**config.mk**
```make
export PLATFORM = sky130hd
export DESIGN_NAME = radix_to_ascii_digits_top_flat
export DESIGN_NICKNAME = d
export VERILOG_FILES = /design/src/rtl/r2a_pkg.sv /design/src/rtl/r2a_if.sv /design/src/rtl/r2a_ram.sv /design/src/rtl/r2a_front.sv /design/src/rtl/r2a_back.sv /design/src/rtl/radix_to_ascii_digits_top.sv /design/src/flat_wrapper.sv
export SDC_FILE = /design/constraint.sdc
export NUM_CORES = 1
export LEC_CHECK = 0
export BUFFER_PORTS_ARGS = -buffer_cell sky130_fd_sc_hd__buf_2
export CAP_MARGIN = 20
export CORE_MARGIN = 3
export CORE_UTILIZATION = 25
export DETAILED_ROUTE_END_ITERATION = 8
export MAX_ROUTING_LAYER = met4
export PLACE_DENSITY = 0.44
export SLEW_MARGIN = 20
export SYNTH_ARGS = -nofsm -noshare
export SYNTH_HDL_FRONTEND = slang
export SYNTH_SLANG_ARGS = --single-unit
```
**constraint.sdc**
```tcl
create_clock -name clk -period 17.2 [get_ports clk]
set_input_delay 1.72 -clock clk [delete_from_list [all_inputs] [get_ports clk]]
set_output_delay 1.72 -clock clk [all_outputs]
set_load 0.05 [all_outputs]
```
**src/rtl/r2a_pkg.sv**
```systemverilog
`timescale 1ns / 1ps
// Shared constants and the digit-to-character mapping for the radix-to-ASCII
// converter. No dependencies.
package r2a_pkg;

	localparam int VALUE_BITS_DEF     = 32;
	localparam int STACK_DEPTH_DEF    = 32;
	localparam int RADIX_W            = 6;
	localparam int CHAR_W             = 7;
	localparam int DIV_BITS_PER_CYCLE = 8;
	localparam int QUEUE_DEPTH        = 2;
	localparam int RADIX_MIN          = 2;
	localparam int RADIX_MAX          = 36;
	localparam int DECIMAL_DIGITS     = 10;

	localparam logic [CHAR_W-1:0] CHAR_ZERO    = 7'h30;
	localparam logic [CHAR_W-1:0] CHAR_UPPER_A = 7'h41;

	// Digit values 0..9 map to '0'..'9', 10..35 to 'A'..'Z'.
	function automatic logic [CHAR_W-1:0] digit_to_ascii(input logic [RADIX_W-1:0] d);
		logic [CHAR_W-1:0] dx;
		dx = CHAR_W'(d);
		if (d < RADIX_W'(DECIMAL_DIGITS))
			return CHAR_ZERO + dx;
		return CHAR_UPPER_A + dx - CHAR_W'(DECIMAL_DIGITS);
	endfunction

endpackage

```
**src/rtl/r2a_if.sv**
```systemverilog
`timescale 1ns / 1ps
// Channel interfaces of the radix-to-ASCII converter: number input and digit output.
// Depends on r2a_pkg.
interface r2a_in_if #(
	parameter int VALUE_BITS = r2a_pkg::VALUE_BITS_DEF
);
	logic                               valid;
	logic                               ready;
	logic signed [VALUE_BITS-1:0]       number_value;
	logic        [r2a_pkg::RADIX_W-1:0] target_radix;

	modport source (output valid, output number_value, output target_radix, input ready);
	modport sink   (input valid, input number_value, input target_radix, output ready);
endinterface

interface r2a_out_if;
	logic                       valid;
	logic                       ready;
	logic [r2a_pkg::CHAR_W-1:0] digit_char;
	logic                       last_digit;

	modport source (output valid, output digit_char, output last_digit, input ready);
	modport sink   (input valid, input digit_char, input last_digit, output ready);
endinterface

```
**src/rtl/r2a_ram.sv**
```systemverilog
`timescale 1ns / 1ps
// Generic single-write, single-read RAM with registered read data.
// No dependencies.
module r2a_ram #(
	parameter int WIDTH = 8,
	parameter int DEPTH = 32,
	localparam int AW   = (DEPTH > 1) ? $clog2(DEPTH) : 1
) (
	input  logic             clk,
	input  logic             we,
	input  logic [AW-1:0]    waddr,
	input  logic [WIDTH-1:0] wdata,
	input  logic             re,
	input  logic [AW-1:0]    raddr,
	output logic [WIDTH-1:0] rdata
);

	logic [WIDTH-1:0] mem_q [DEPTH];
	logic [WIDTH-1:0] rdata_q;

	always_ff @(posedge clk) begin
		if (we)
			mem_q[waddr] <= wdata;
		if (re)
			rdata_q <= mem_q[raddr];
	end

	assign rdata = rdata_q;

endmodule

```
**src/rtl/r2a_front.sv**
```systemverilog
`timescale 1ns / 1ps
// Front end: takes number transactions, forms the saturated magnitude and the
// clamped radix, and queues the job for the back end. Depends on r2a_pkg, r2a_if.
module r2a_front #(
	parameter int VALUE_BITS = r2a_pkg::VALUE_BITS_DEF,
	localparam int MAG_BITS  = VALUE_BITS - 1
) (
	input  logic                        clk,
	input  logic                        arst_n,
	r2a_in_if.sink                      number_ch,
	output logic                        job_valid,
	input  logic                        job_ready,
	output logic [MAG_BITS-1:0]         job_mag,
	output logic [r2a_pkg::RADIX_W-1:0] job_radix
);

	localparam int QPTR_W = (r2a_pkg::QUEUE_DEPTH > 1) ? $clog2(r2a_pkg::QUEUE_DEPTH) : 1;
	localparam int QCNT_W = $clog2(r2a_pkg::QUEUE_DEPTH + 1);

	logic [VALUE_BITS-1:0]         raw;
	logic [VALUE_BITS-1:0]         mag_full;
	logic [MAG_BITS-1:0]           mag;
	logic [r2a_pkg::RADIX_W-1:0]   radix;

	logic [MAG_BITS-1:0]           qmag_q   [r2a_pkg::QUEUE_DEPTH];
	logic [r2a_pkg::RADIX_W-1:0]   qradix_q [r2a_pkg::QUEUE_DEPTH];
	logic [QPTR_W-1:0]             wptr_q, rptr_q;
	logic [QCNT_W-1:0]             qcnt_q;
	logic                          push, pop;

	// Magnitude; the most negative value saturates to the largest positive one.
	always_comb begin
		raw      = number_ch.number_value;
		mag_full = raw[VALUE_BITS-1] ? (~raw + VALUE_BITS'(1)) : raw;
		mag      = mag_full[VALUE_BITS-1] ? '1 : mag_full[MAG_BITS-1:0];
	end

	always_comb begin
		if (number_ch.target_radix < r2a_pkg::RADIX_W'(r2a_pkg::RADIX_MIN))
			radix = r2a_pkg::RADIX_W'(r2a_pkg::RADIX_MIN);
		else if (number_ch.target_radix > r2a_pkg::RADIX_W'(r2a_pkg::RADIX_MAX))
			radix = r2a_pkg::RADIX_W'(r2a_pkg::RADIX_MAX);
		else
			radix = number_ch.target_radix;
	end

	assign number_ch.ready = (qcnt_q != QCNT_W'(r2a_pkg::QUEUE_DEPTH));
	assign push            = number_ch.valid && number_ch.ready;
	assign job_valid       = (qcnt_q != '0);
	assign pop             = job_valid && job_ready;
	assign job_mag         = qmag_q[rptr_q];
	assign job_radix       = qradix_q[rptr_q];

	always_ff @(posedge clk) begin
		if (push) begin
			qmag_q[wptr_q]   <= mag;
			qradix_q[wptr_q] <= radix;
		end
	end

	always_ff @(posedge clk or negedge arst_n) begin
		if (!arst_n) begin
			wptr_q <= '0;
			rptr_q <= '0;
			qcnt_q <= '0;
		end else begin
			if (push)
				wptr_q <= (wptr_q == QPTR_W'(r2a_pkg::QUEUE_DEPTH - 1)) ? '0 : wptr_q + 1'b1;
			if (pop)
				rptr_q <= (rptr_q == QPTR_W'(r2a_pkg::QUEUE_DEPTH - 1)) ? '0 : rptr_q + 1'b1;
			if (push && !pop)
				qcnt_q <= qcnt_q + 1'b1;
			else if (pop && !push)
				qcnt_q <= qcnt_q - 1'b1;
		end
	end

`ifndef ASSERT_OFF
	a_qcnt_bound: assert property (@(posedge clk) disable iff (!arst_n)
		qcnt_q <= QCNT_W'(r2a_pkg::QUEUE_DEPTH))
		else $error("job queue count beyond depth");
	a_full_no_push: assert property (@(posedge clk) disable iff (!arst_n)
		(qcnt_q == QCNT_W'(r2a_pkg::QUEUE_DEPTH) && !pop) |=> qcnt_q == $past(qcnt_q))
		else $error("job queue changed while full and not popped");
`endif

endmodule

```
**src/rtl/r2a_back.sv**
```systemverilog
`timescale 1ns / 1ps
// Back end: iterative divider by the radix, digit stack in RAM, pop sequencer
// and output register. Depends on r2a_pkg, r2a_if, r2a_ram.
module r2a_back #(
	parameter int VALUE_BITS  = r2a_pkg::VALUE_BITS_DEF,
	parameter int STACK_DEPTH = r2a_pkg::STACK_DEPTH_DEF,
	localparam int MAG_BITS   = VALUE_BITS - 1
) (
	input  logic                        clk,
	input  logic                        arst_n,
	input  logic                        job_valid,
	output logic                        job_ready,
	input  logic [MAG_BITS-1:0]         job_mag,
	input  logic [r2a_pkg::RADIX_W-1:0] job_radix,
	r2a_out_if.source                   digit_ch
);

	localparam int K      = r2a_pkg::DIV_BITS_PER_CYCLE;
	localparam int STEPS  = (MAG_BITS + K - 1) / K;
	localparam int DIV_W  = STEPS * K;
	localparam int STEP_W = (STEPS > 1) ? $clog2(STEPS) : 1;
	localparam int AW     = (STACK_DEPTH > 1) ? $clog2(STACK_DEPTH) : 1;
	localparam int CNT_W  = $clog2(STACK_DEPTH + 1);
	localparam int RW     = r2a_pkg::RADIX_W;

	typedef enum logic [3:0] {
		S_IDLE = 4'b0001,
		S_DIV  = 4'b0010,
		S_RD   = 4'b0100,
		S_OUT  = 4'b1000
	} state_t;

	state_t                        state_q, state_d;
	logic [DIV_W-1:0]              work_q, work_nx, w;
	logic [RW-1:0]                 rem_q, rem_nx, r;
	logic [RW:0]                   t;
	logic [RW-1:0]                 radix_q;
	logic [STEP_W-1:0]             step_q;
	logic [CNT_W-1:0]              cnt_q;
	logic                          last_step;
	logic                          push;
	logic                          out_load;
	logic                          out_vld_q;
	logic [r2a_pkg::CHAR_W-1:0]    char_q;
	logic                          last_q;
	logic [RW-1:0]                 rd_digit;
	logic [AW-1:0]                 rd_addr;

	// Restoring division, K quotient bits per cycle; the work register shifts the
	// dividend out at the top and the quotient in at the bottom.
	always_comb begin
		w = work_q;
		r = rem_q;
		t = '0;
		for (int i = 0; i < K; i++) begin
			t = {r, w[DIV_W-1]};
			w = {w[DIV_W-2:0], 1'b0};
			if (t >= {1'b0, radix_q}) begin
				t    = t - {1'b0, radix_q};
				w[0] = 1'b1;
			end
			r = t[RW-1:0];
		end
		work_nx = w;
		rem_nx  = r;
	end

	assign last_step = (step_q == STEP_W'(STEPS - 1));
	assign push      = (state_q == S_DIV) && last_step && (cnt_q < CNT_W'(STACK_DEPTH));
	assign out_load  = (state_q == S_OUT) && (!out_vld_q || digit_ch.ready);
	assign job_ready = (state_q == S_IDLE);
	assign rd_addr   = AW'(cnt_q - 1'b1);

	always_comb begin
		state_d = state_q;
		unique case (state_q)
			S_IDLE: if (job_valid) state_d = S_DIV;
			S_DIV:  if (last_step && work_nx == '0) state_d = S_RD;
			S_RD:   state_d = S_OUT;
			S_OUT: begin
				if (out_load)
					state_d = (cnt_q == '0) ? S_IDLE : S_RD;
			end
			default: state_d = S_IDLE;
		endcase
	end

	always_ff @(posedge clk or negedge arst_n) begin
		if (!arst_n) begin
			state_q   <= S_IDLE;
			step_q    <= '0;
			cnt_q     <= '0;
			out_vld_q <= 1'b0;
		end else begin
			state_q <= state_d;
			unique case (state_q)
				S_IDLE: begin
					step_q <= '0;
					cnt_q  <= '0;
				end
				S_DIV: begin
					step_q <= last_step ? '0 : step_q + 1'b1;
					if (push)
						cnt_q <= cnt_q + 1'b1;
				end
				S_RD:  cnt_q <= cnt_q - 1'b1;
				S_OUT: ;
				default: ;
			endcase
			if (out_load)
				out_vld_q <= 1'b1;
			else if (digit_ch.ready)
				out_vld_q <= 1'b0;
		end
	end

	// Datapath registers, no reset needed.
	always_ff @(posedge clk) begin
		if (state_q == S_IDLE && job_valid) begin
			work_q  <= DIV_W'(job_mag);
			rem_q   <= '0;
			radix_q <= job_radix;
		end else if (state_q == S_DIV) begin
			work_q <= work_nx;
			rem_q  <= last_step ? '0 : rem_nx;
		end
		if (out_load) begin
			char_q <= r2a_pkg::digit_to_ascii(rd_digit);
			last_q <= (cnt_q == '0);
		end
	end

	r2a_ram #(
		.WIDTH (RW),
		.DEPTH (STACK_DEPTH)
	) u_stack (
		.clk   (clk),
		.we    (push),
		.waddr (AW'(cnt_q)),
		.wdata (rem_nx),
		.re    (state_q == S_RD),
		.raddr (rd_addr),
		.rdata (rd_digit)
	);

	assign digit_ch.valid      = out_vld_q;
	assign digit_ch.digit_char = char_q;
	assign digit_ch.last_digit = last_q;

`ifndef ASSERT_OFF
	a_cnt_bound: assert property (@(posedge clk) disable iff (!arst_n)
		cnt_q <= CNT_W'(STACK_DEPTH))
		else $error("digit count beyond stack depth");
	a_rem_below_radix: assert property (@(posedge clk) disable iff (!arst_n)
		(state_q == S_DIV) |-> (rem_q < radix_q))
		else $error("partial remainder not below radix");
	a_pop_nonempty: assert property (@(posedge clk) disable iff (!arst_n)
		(state_q == S_DIV && state_d == S_RD) |=> (cnt_q != '0))
		else $error("pop phase started with empty stack");
	a_last_ends_job: assert property (@(posedge clk) disable iff (!arst_n)
		(out_load && cnt_q == '0) |=> (state_q == S_IDLE && last_q))
		else $error("final digit did not end the conversion");
`endif

endmodule

```
**src/rtl/radix_to_ascii_digits_top.sv**
```systemverilog
`timescale 1ns / 1ps
// Radix-to-ASCII converter, top level. Ties the front end, job queue and
// back end together. Depends on r2a_pkg, r2a_if, r2a_front, r2a_back, r2a_ram.
//
// Converts the magnitude of a signed number to ASCII digits in radix 2..36
// ('0'-'9', then 'A'-'Z'), most significant digit first, one output transaction
// per digit, with last_digit set on the final one. The sign is dropped; the most
// negative value saturates to the largest positive one, a radix below 2 acts as
// 2 and one above 36 acts as 36; zero gives the single digit '0'. A front end
// accepts a number transaction whenever its queue has room and holds up to two
// jobs, so inputs keep flowing while the back end works until the queue is full.
// The back end converts one job at a time: each digit comes from the shared
// divider, which resolves eight quotient bits per cycle against the radix, and
// each digit then leaves the stack RAM through the registered read and the
// output register. The output register lets the next job start dividing while
// the last digit waits.
module radix_to_ascii_digits_top #(
	parameter int VALUE_BITS  = r2a_pkg::VALUE_BITS_DEF,
	parameter int STACK_DEPTH = r2a_pkg::STACK_DEPTH_DEF
) (
	input  logic       clk,
	input  logic       arst_n,
	r2a_in_if.sink     number_ch,
	r2a_out_if.source  digit_ch
);

	localparam int MAG_BITS = VALUE_BITS - 1;

	// Job hand-off from the front queue to the back end.
	logic                        job_valid;
	logic                        job_ready;
	logic [MAG_BITS-1:0]         job_mag;
	logic [r2a_pkg::RADIX_W-1:0] job_radix;

	// Classify and queue incoming number transactions.
	r2a_front #(
		.VALUE_BITS (VALUE_BITS)
	) u_front (
		.clk       (clk),
		.arst_n    (arst_n),
		.number_ch (number_ch),
		.job_valid (job_valid),
		.job_ready (job_ready),
		.job_mag   (job_mag),
		.job_radix (job_radix)
	);

	// Divide, stack the digits, pop them out through the output register.
	r2a_back #(
		.VALUE_BITS  (VALUE_BITS),
		.STACK_DEPTH (STACK_DEPTH)
	) u_back (
		.clk       (clk),
		.arst_n    (arst_n),
		.job_valid (job_valid),
		.job_ready (job_ready),
		.job_mag   (job_mag),
		.job_radix (job_radix),
		.digit_ch  (digit_ch)
	);

endmodule

```
**src/flat_wrapper.sv**
```systemverilog
// flat-port wrapper written by rule: the top's interface ports become plain ports
module radix_to_ascii_digits_top_flat 
#(
	parameter int VALUE_BITS  = r2a_pkg::VALUE_BITS_DEF,
	parameter int STACK_DEPTH = r2a_pkg::STACK_DEPTH_DEF
)
  (clk, arst_n, number_ch_valid, number_ch_number_value, number_ch_target_radix, number_ch_ready, digit_ch_valid, digit_ch_digit_char, digit_ch_last_digit, digit_ch_ready);
  r2a_in_if #(.VALUE_BITS(VALUE_BITS)) number_ch_i ();
  r2a_out_if digit_ch_i ();
  input  logic clk;
  input  logic arst_n;
  input wire logic [$bits(number_ch_i.valid)-1:0] number_ch_valid;
  input wire logic [$bits(number_ch_i.number_value)-1:0] number_ch_number_value;
  input wire logic [$bits(number_ch_i.target_radix)-1:0] number_ch_target_radix;
  output wire logic [$bits(number_ch_i.ready)-1:0] number_ch_ready;
  output wire logic [$bits(digit_ch_i.valid)-1:0] digit_ch_valid;
  output wire logic [$bits(digit_ch_i.digit_char)-1:0] digit_ch_digit_char;
  output wire logic [$bits(digit_ch_i.last_digit)-1:0] digit_ch_last_digit;
  input wire logic [$bits(digit_ch_i.ready)-1:0] digit_ch_ready;
  assign number_ch_i.valid = number_ch_valid;
  assign number_ch_i.number_value = number_ch_number_value;
  assign number_ch_i.target_radix = number_ch_target_radix;
  assign number_ch_ready = number_ch_i.ready;
  assign digit_ch_valid = digit_ch_i.valid;
  assign digit_ch_digit_char = digit_ch_i.digit_char;
  assign digit_ch_last_digit = digit_ch_i.last_digit;
  assign digit_ch_i.ready = digit_ch_ready;
  radix_to_ascii_digits_top #(.VALUE_BITS(VALUE_BITS), .STACK_DEPTH(STACK_DEPTH)) u_core (.clk(clk), .arst_n(arst_n), .number_ch(number_ch_i), .digit_ch(digit_ch_i));
endmodule
```
==> results of run 1 <==
[routing by layer]
| metal | wire length (µm) | GRT usage |
|---|---|---|
| met1 | 19300 | 0.153 |
| met2 | 20400 | 0.187 |
| met3 | 1990 | 0.0218 |
| met4 | 1250 | 0.0368 |
| met5 | 0 | - |
[kinds of logic after synthesis]
logic type | Yosys count | synth area share
simple gates | 303 | 0.0860
buf+inv | 99 | 0.0221
mux | 127 | 0.123
flops | 341 | 0.598
fa+ha+maj | 67 | 0.0531
compound gates | 212 | 0.0866
xor+xnor | 61 | 0.0317
[worst max-delay path: cells and delay by family, from the launching register on]
kind            cells  cell delay (ns)
compound gates     41             8.71
fa+ha+maj           8             2.36
simple gates       12             2.04
mux                 6             1.89
buf+inv             4             0.60
flops               1             0.36
[what timing repair did]
| item | 4_1_cts | 5_1_grt |
|---|---|---|
| setup endpoints to repair | 0 | 201 |
| buffers inserted | 0 | 15 |
| gates resized for setup | 0 | 29 |
| endpoints found under the hold margin | 0 | 0 |
[layout by cell type (no fill, tap or decap), drive strengths merged, types with 18 or more instances in the layout]
cell,netlist,routed
edfxtp,317,317
nor2,102,102
buf,8,97
nand2,84,84
mux4,60,60
a21oi,58,58
ha,58,58
inv,54,56
clkbuf,36,54
o21ai,47,47
xor2,38,38
mux2i,37,38
mux2,30,38
xnor2,23,23
nor2b,18,18
[area by class of cell]
class,count,area share
multi-input combinational,779,0.334
sequential,341,0.502
inverter,55,0.0103
timing repair buffer,97,0.0317
tap,864,0.0538
clock inverter,18,0.0113
clock buffer,54,0.0566
[path summary, 6_finish.rpt]
| kind | cells after the start | slack, ns | start | end |
|---|---|---|---|---|
| max | 71 | 1.07 | u_core.u_back.radix_q[2] | u_core.u_back.rem_q[5] |
| min | 2 | 0.46 | u_core.u_back.work_q[31] | u_core.u_back.work_q[31] |
| max reg2reg | 71 | 1.07 | u_core.u_back.radix_q[2] | u_core.u_back.rem_q[5] |
| min reg2reg | 2 | 0.46 | u_core.u_back.work_q[31] | u_core.u_back.work_q[31] |
| max in group asynchronous | 1 | 15.74 | arst_n | u_core.u_back.state_q[0] |
| min in group asynchronous | 1 | 1.11 | arst_n | u_core.u_back.digit_ch.valid |
[flip-flops by register name (all words and copies together), names as in the netlist, 4 cells and up]
register                           cells
u_core.u_front.qradix_q               12
u_core.u_back.state_q                  4
u_core.u_back.cnt_q                    6
u_core.u_back.u_stack.rdata            6
u_core.u_back.work_q                  32
u_core.u_back.radix_q                  6
u_core.u_back.u_stack.mem_q          192
u_core.u_back.digit_ch.digit_char      7
u_core.u_back.rem_q                    6
u_core.u_front.qmag_q                 62
[metrics by stage]
stage / setup WS (ns) / hold slack, ns / setup TNS (ns) / instance area, µm²
detailed placement: 0.135 / 0.460 / 0 / 18300
global placement: 0.609 / 0.457 / 0 / 18300
global route: -0.0543 / 0.498 / -1.49 / 20100
floorplan: 0.150 / 0.436 / 0 / 16900
finish: 1.07 / 0.459 / 0 / 20100
CTS: 0.0852 / 0.467 / 0 / 19700
==> results.md, run 1 <==
- Fin crit share: 0.938
- Largest cells by area after synthesis: edfxtp_1 (56%), mux4_2 (8.0%), ha_1 (4.3%)
- FILL cells: 6638
- Async SR Flop Fraction: 0.0499
- Area growth, synth to finish: 19.0%
- Primary FF master, synth: edfxtp_1
- YS warnings: 0
- CTS Buf Count: 40
- Starting Density: 0.254
- Area of the die: 70600 µm²
- Synthesized area: 16900 µm²
- Initial antenna violation count: 0
- H-tree depth: 2
- Layout Nets: 1422
- First-pass GRT wire length: 61.7 mm
- CTS Hold Buffers Added: 0
- Worst-path fanout max: 17
- CTS tree: built
- Clk pin slew, worst setup/hold paths: 0.05 ns
- Dpl cells: 2111
- Aggregate global routing overflow: 0
- Post-DP HPWL: 27.8 mm
- FMAX: 62.0 MHz
- Worst Setup Path Type: reg -> reg
- DRT Pass-1 Iters: 5
- CP arrival: 16.56 ns
- Post-route ant nets: 0
- Routed WL per cell: 19.4 µm
- Rel. slew slack: 0.315
- Largest net degree at the start of global routing: 65
- Fraction of layout cells with a size suffix above 1: 0.219
- Width of the die: 266 µm
- CP Launch Type: flop
- Syn nets: 1318
- Register area share after synthesis: 0.598
- Max-slew violations: 0
- Status: finished, final reports clean
- Min-Delay Path Class: reg -> reg
- CTS root buf: clkbuf_16
- Clock Path Buffers: 3
- Core area: 66300 µm²
- Max-cap violations: 0
- Crit path max-delay cell type: a2111oi_4
- Clock latency on the worst-skew pair: 0.56 ns
- Average cell area after synthesis: 13.9 µm²
- Die Y: 266 µm
- Most common cell in the netlist: edfxtp_1
- DRC Markers: 0
- Post-synthesis instance total: 1210
- Row count: 94
- Via-per-instance ratio: 4.63
- Synthesized flop and latch total: 341
- Total GRT Usage: 0.118
- WL final: 42.9 mm
- Routability cong.: 0.838
- Port buffer count: 51
- Layout Cells excl Fill: 2208
- Clock Sinks: 341
- Critical Path RT: 17.63 ns
- Most frequent cells after synthesis: edfxtp_1 (317), nor2_1 (102), nand2_1 (84)
- Crit. End Element: flop
- Final setup violation count: 0
- Initial drt markers: 695
- Max incr delay on CP: 0.47 ns
- Vias in the first global route: 10300
- Yosys top cell area share: 0.564
- Flip-flop and latch area: 10100 µm²
- Area leader, netlist: edfxtp_1
- Fin. Hold Viols: 0
- Clock Skews: 0.0317 ns
- Post-synth EDFFs: 317
- Ant diodes: 0
- # IOs: 52
- Worst slew pin tran: 1.02 ns
- Final min period: 16.13 ns
- Most frequent CP cell: a21o_1
- Post-layout util: 0.303
- Yosys cell types: 72
- Area of the multi-input gates: 6710 µm²
- Via count: 10200
Power of run 1 is not shown: default switching activity piles up to over one toggle a cycle in this logic, so the estimate is an artifact.
==> run 2, diff against run 1 <==
Settings changed: CORE_UTILIZATION 25 to 57, PLACE_DENSITY 0.44 to 0.81.
==> run 2 against run 1 <==
Effect of this change: first-iteration DRC count is 30% higher; routed wire length down 7.9%; cell area decreased by 5.0%; hold slack gained 0.033 ns; count of clock-buffer cells in the layout is 10 lower; register-to-register slack got worse by 0.19 ns; cell count decreased by 23%; flip-flop and latch count unchanged.
==> results.md, run 2 (synthesis gave the netlist of run 1 again) <==
- FILL cells: 1947 (-71%)
- Via-per-instance ratio: 6.33 (+37%)
- WL final: 39.5 mm (-7.9%)
- Row count: 62 (-34%)
- Final min period: 16.32 ns (+0.185 ns)
- Port buffer count: 51 (unchanged)
- Area of the multi-input gates: 6740 µm² (+0.45%)
- Post-layout util: 0.659 (+0.357)
- Largest net degree at the start of global routing: 65 (unchanged)
- Initial antenna violation count: 1 (+1)
- CTS Buf Count: 35 (-13%)
- Worst slew pin tran: 1.11 ns (+0.0913 ns)
- Total GRT Usage: 0.244 (+0.126)
- Critical path's top delay family: compound AO/OA/AOI/OAI gates
- Die Y: 178 µm (-33%)
- Crit. End Element: flop
- Setup tns final: 0 ns (unchanged)
- Routability cong.: 0.924 (+10%)
- Fin. Hold Viols: 0 (unchanged)
- Largest regs: u_core.u_back.u_stack.mem_q: 192 flops, u_core.u_front.qmag_q: 62 flops, u_core.u_back.work_q: 32 flops
- Clock Path Buffers: 3 (unchanged)
- FMAX: 61.3 MHz (-1.1%)
- Clock Sinks: 341 (unchanged)
- Via count: 10800 (+5.6%)
- Area growth, synth to finish: 13.1%
- Status: finished, final reports clean
- CP Launch Type: flop
- CTS tree: built
- Max-cap violations: 0 (unchanged)
- First-pass GRT wire length: 57.7 mm (-6.4%)
- Reg with most FFs: u_core.u_back.u_stack.mem_q
- Buffers & Inverters on Critical Path: 5 (+1)
- DRT Pass-1 Iters: 7 (+2)
- Max-slew violations: 0 (unchanged)
- Min-Delay Path Class: reg -> reg
- DRC Markers: 0 (unchanged)
- Fraction of layout cells with a size suffix above 1: 0.211 (-0.00798)
- H-tree depth: 2 (unchanged)
- Post-DP HPWL: 24.6 mm (-11%)
- Post-route ant nets: 0 (unchanged)
- Fin crit share: 0.949 (+0.0108)
- Critical Path RT: 17.52 ns (-0.11 ns)
- Vias in the first global route: 10500 (+2.6%)
- # IOs: 52 (unchanged)
- Clk pin slew, worst setup/hold paths: 0.06 ns (about the same)
- CTS Hold Buffers Added: 0 (unchanged)
- Commonest non-fill, non-tap cell in the layout: edfxtp_1
- CTS root buf: clkbuf_16
- Clock latency on the worst-skew pair: 0.53 ns (-0.03 ns)
- Flip-flop and latch area: 10100 µm² (unchanged)
- Final setup violation count: 0 (unchanged)
- Core area: 28900 µm² (-56%)
- Initial drt markers: 906 (+30%)
- Worst Setup Path Type: reg -> reg
- Max incr delay on CP: 0.44 ns (-0.03 ns)
- Starting Density: 0.583 (+0.329)
- Most frequent CP cell: ha_1
- Most frequent cells in the layout: edfxtp_1 (317), nor2_1 (99), nand2_1 (84)
- Width of the die: 178 µm (-33%)
- Routed WL per cell: 23.2 µm (+19%)
- CP arrival: 16.63 ns (+0.07 ns)
- Area of the die: 31700 µm² (-55%)
- Aggregate global routing overflow: 0 (unchanged)
- Worst-path fanout max: 32 (+15)
- Clock Skews: 0.0272 ns (-0.00450 ns)
- Crit path max-delay cell type: ha_2
- Rel. slew slack: 0.254 (-0.0611)
- Largest register FFs: 192 (unchanged)
- Layout Nets: 1403 (-1.3%)
==> run 2: changes by cell type in the layout (fill, tap and decap cells not counted), moves of 2 or more <==
cell,delta
o21ai_1,+2
clkbuf_8,-3
clkinv_2,+3
o21ai_0,-2
a21oi_1,-3
buf_4,-15
nor2_2,+2
bufinv_16,-5
clkbuf_16,-7
a21oi_2,+3
mux2_2,+3
nor2_1,-2
mux2_4,-2
mux2i_2,+3
==> run 2: worst min-delay path, stage by stage (launching register included) <==
cell and delay [ns]:
dfxtp_1 0.31, nand2_1 0.06, a21oi_1 0.07
==> run 2: path summary, 6_finish.rpt <==
kind                                     startpoint                            endpoint  slack [ns]  cells after the start
max                          u_core.u_back.rem_q[4]  u_core.u_back.u_stack.mem_q[29][0]        0.88                     71
min in group asynchronous                    arst_n              u_core.u_back.cnt_q[4]        1.13                      1
max reg2reg                  u_core.u_back.rem_q[4]  u_core.u_back.u_stack.mem_q[29][0]        0.88                     71
min reg2reg                u_core.u_back.work_q[31]            u_core.u_back.work_q[31]        0.49                      2
max in group asynchronous                    arst_n            u_core.u_back.state_q[0]       15.75                      1
min                        u_core.u_back.work_q[31]            u_core.u_back.work_q[31]        0.49                      2
==> run 2: through the flow <==
step / hold WS [ns] / worst slack [ns] / instance area [µm²] / std cells
3_5_place_dp: 0.473 / 0.147 / 17600 / 1623
4_1_cts: 0.495 / 0.114 / 18700 / 1684
2_1_floorplan: 0.436 / 0.150 / 16900 / 1210
6_report: 0.493 / 0.881 / 19100 / 1704
3_3_place_gp: 0.450 / 0.885 / 17600 / 1623
5_1_grt: 0.523 / -0.161 / 19100 / 1704
==> run 2: final cells by class <==
cell class,count,share of cell area
antenna,1,0.000131
clock buffer,44,0.0482
clock inverter,17,0.00649
inverter,55,0.0108
multi-input combinational,780,0.353
sequential,341,0.529
tap,384,0.0252
timing repair buffer,82,0.0270
==> run 2: layer usage <==
layer  global-route usage  share of wire
met5                    -              0
met4               0.0740          0.031
met3               0.0398          0.078
met2                0.400           0.51
met1                0.318           0.38
==> run 2: what timing repair did <==
action / in CTS / in global routing
setup buffers: 0 / 8
resized for setup: 0 / 41
setup endpoints to repair: 0 / 201
Power of run 2 is left out for the same reason.
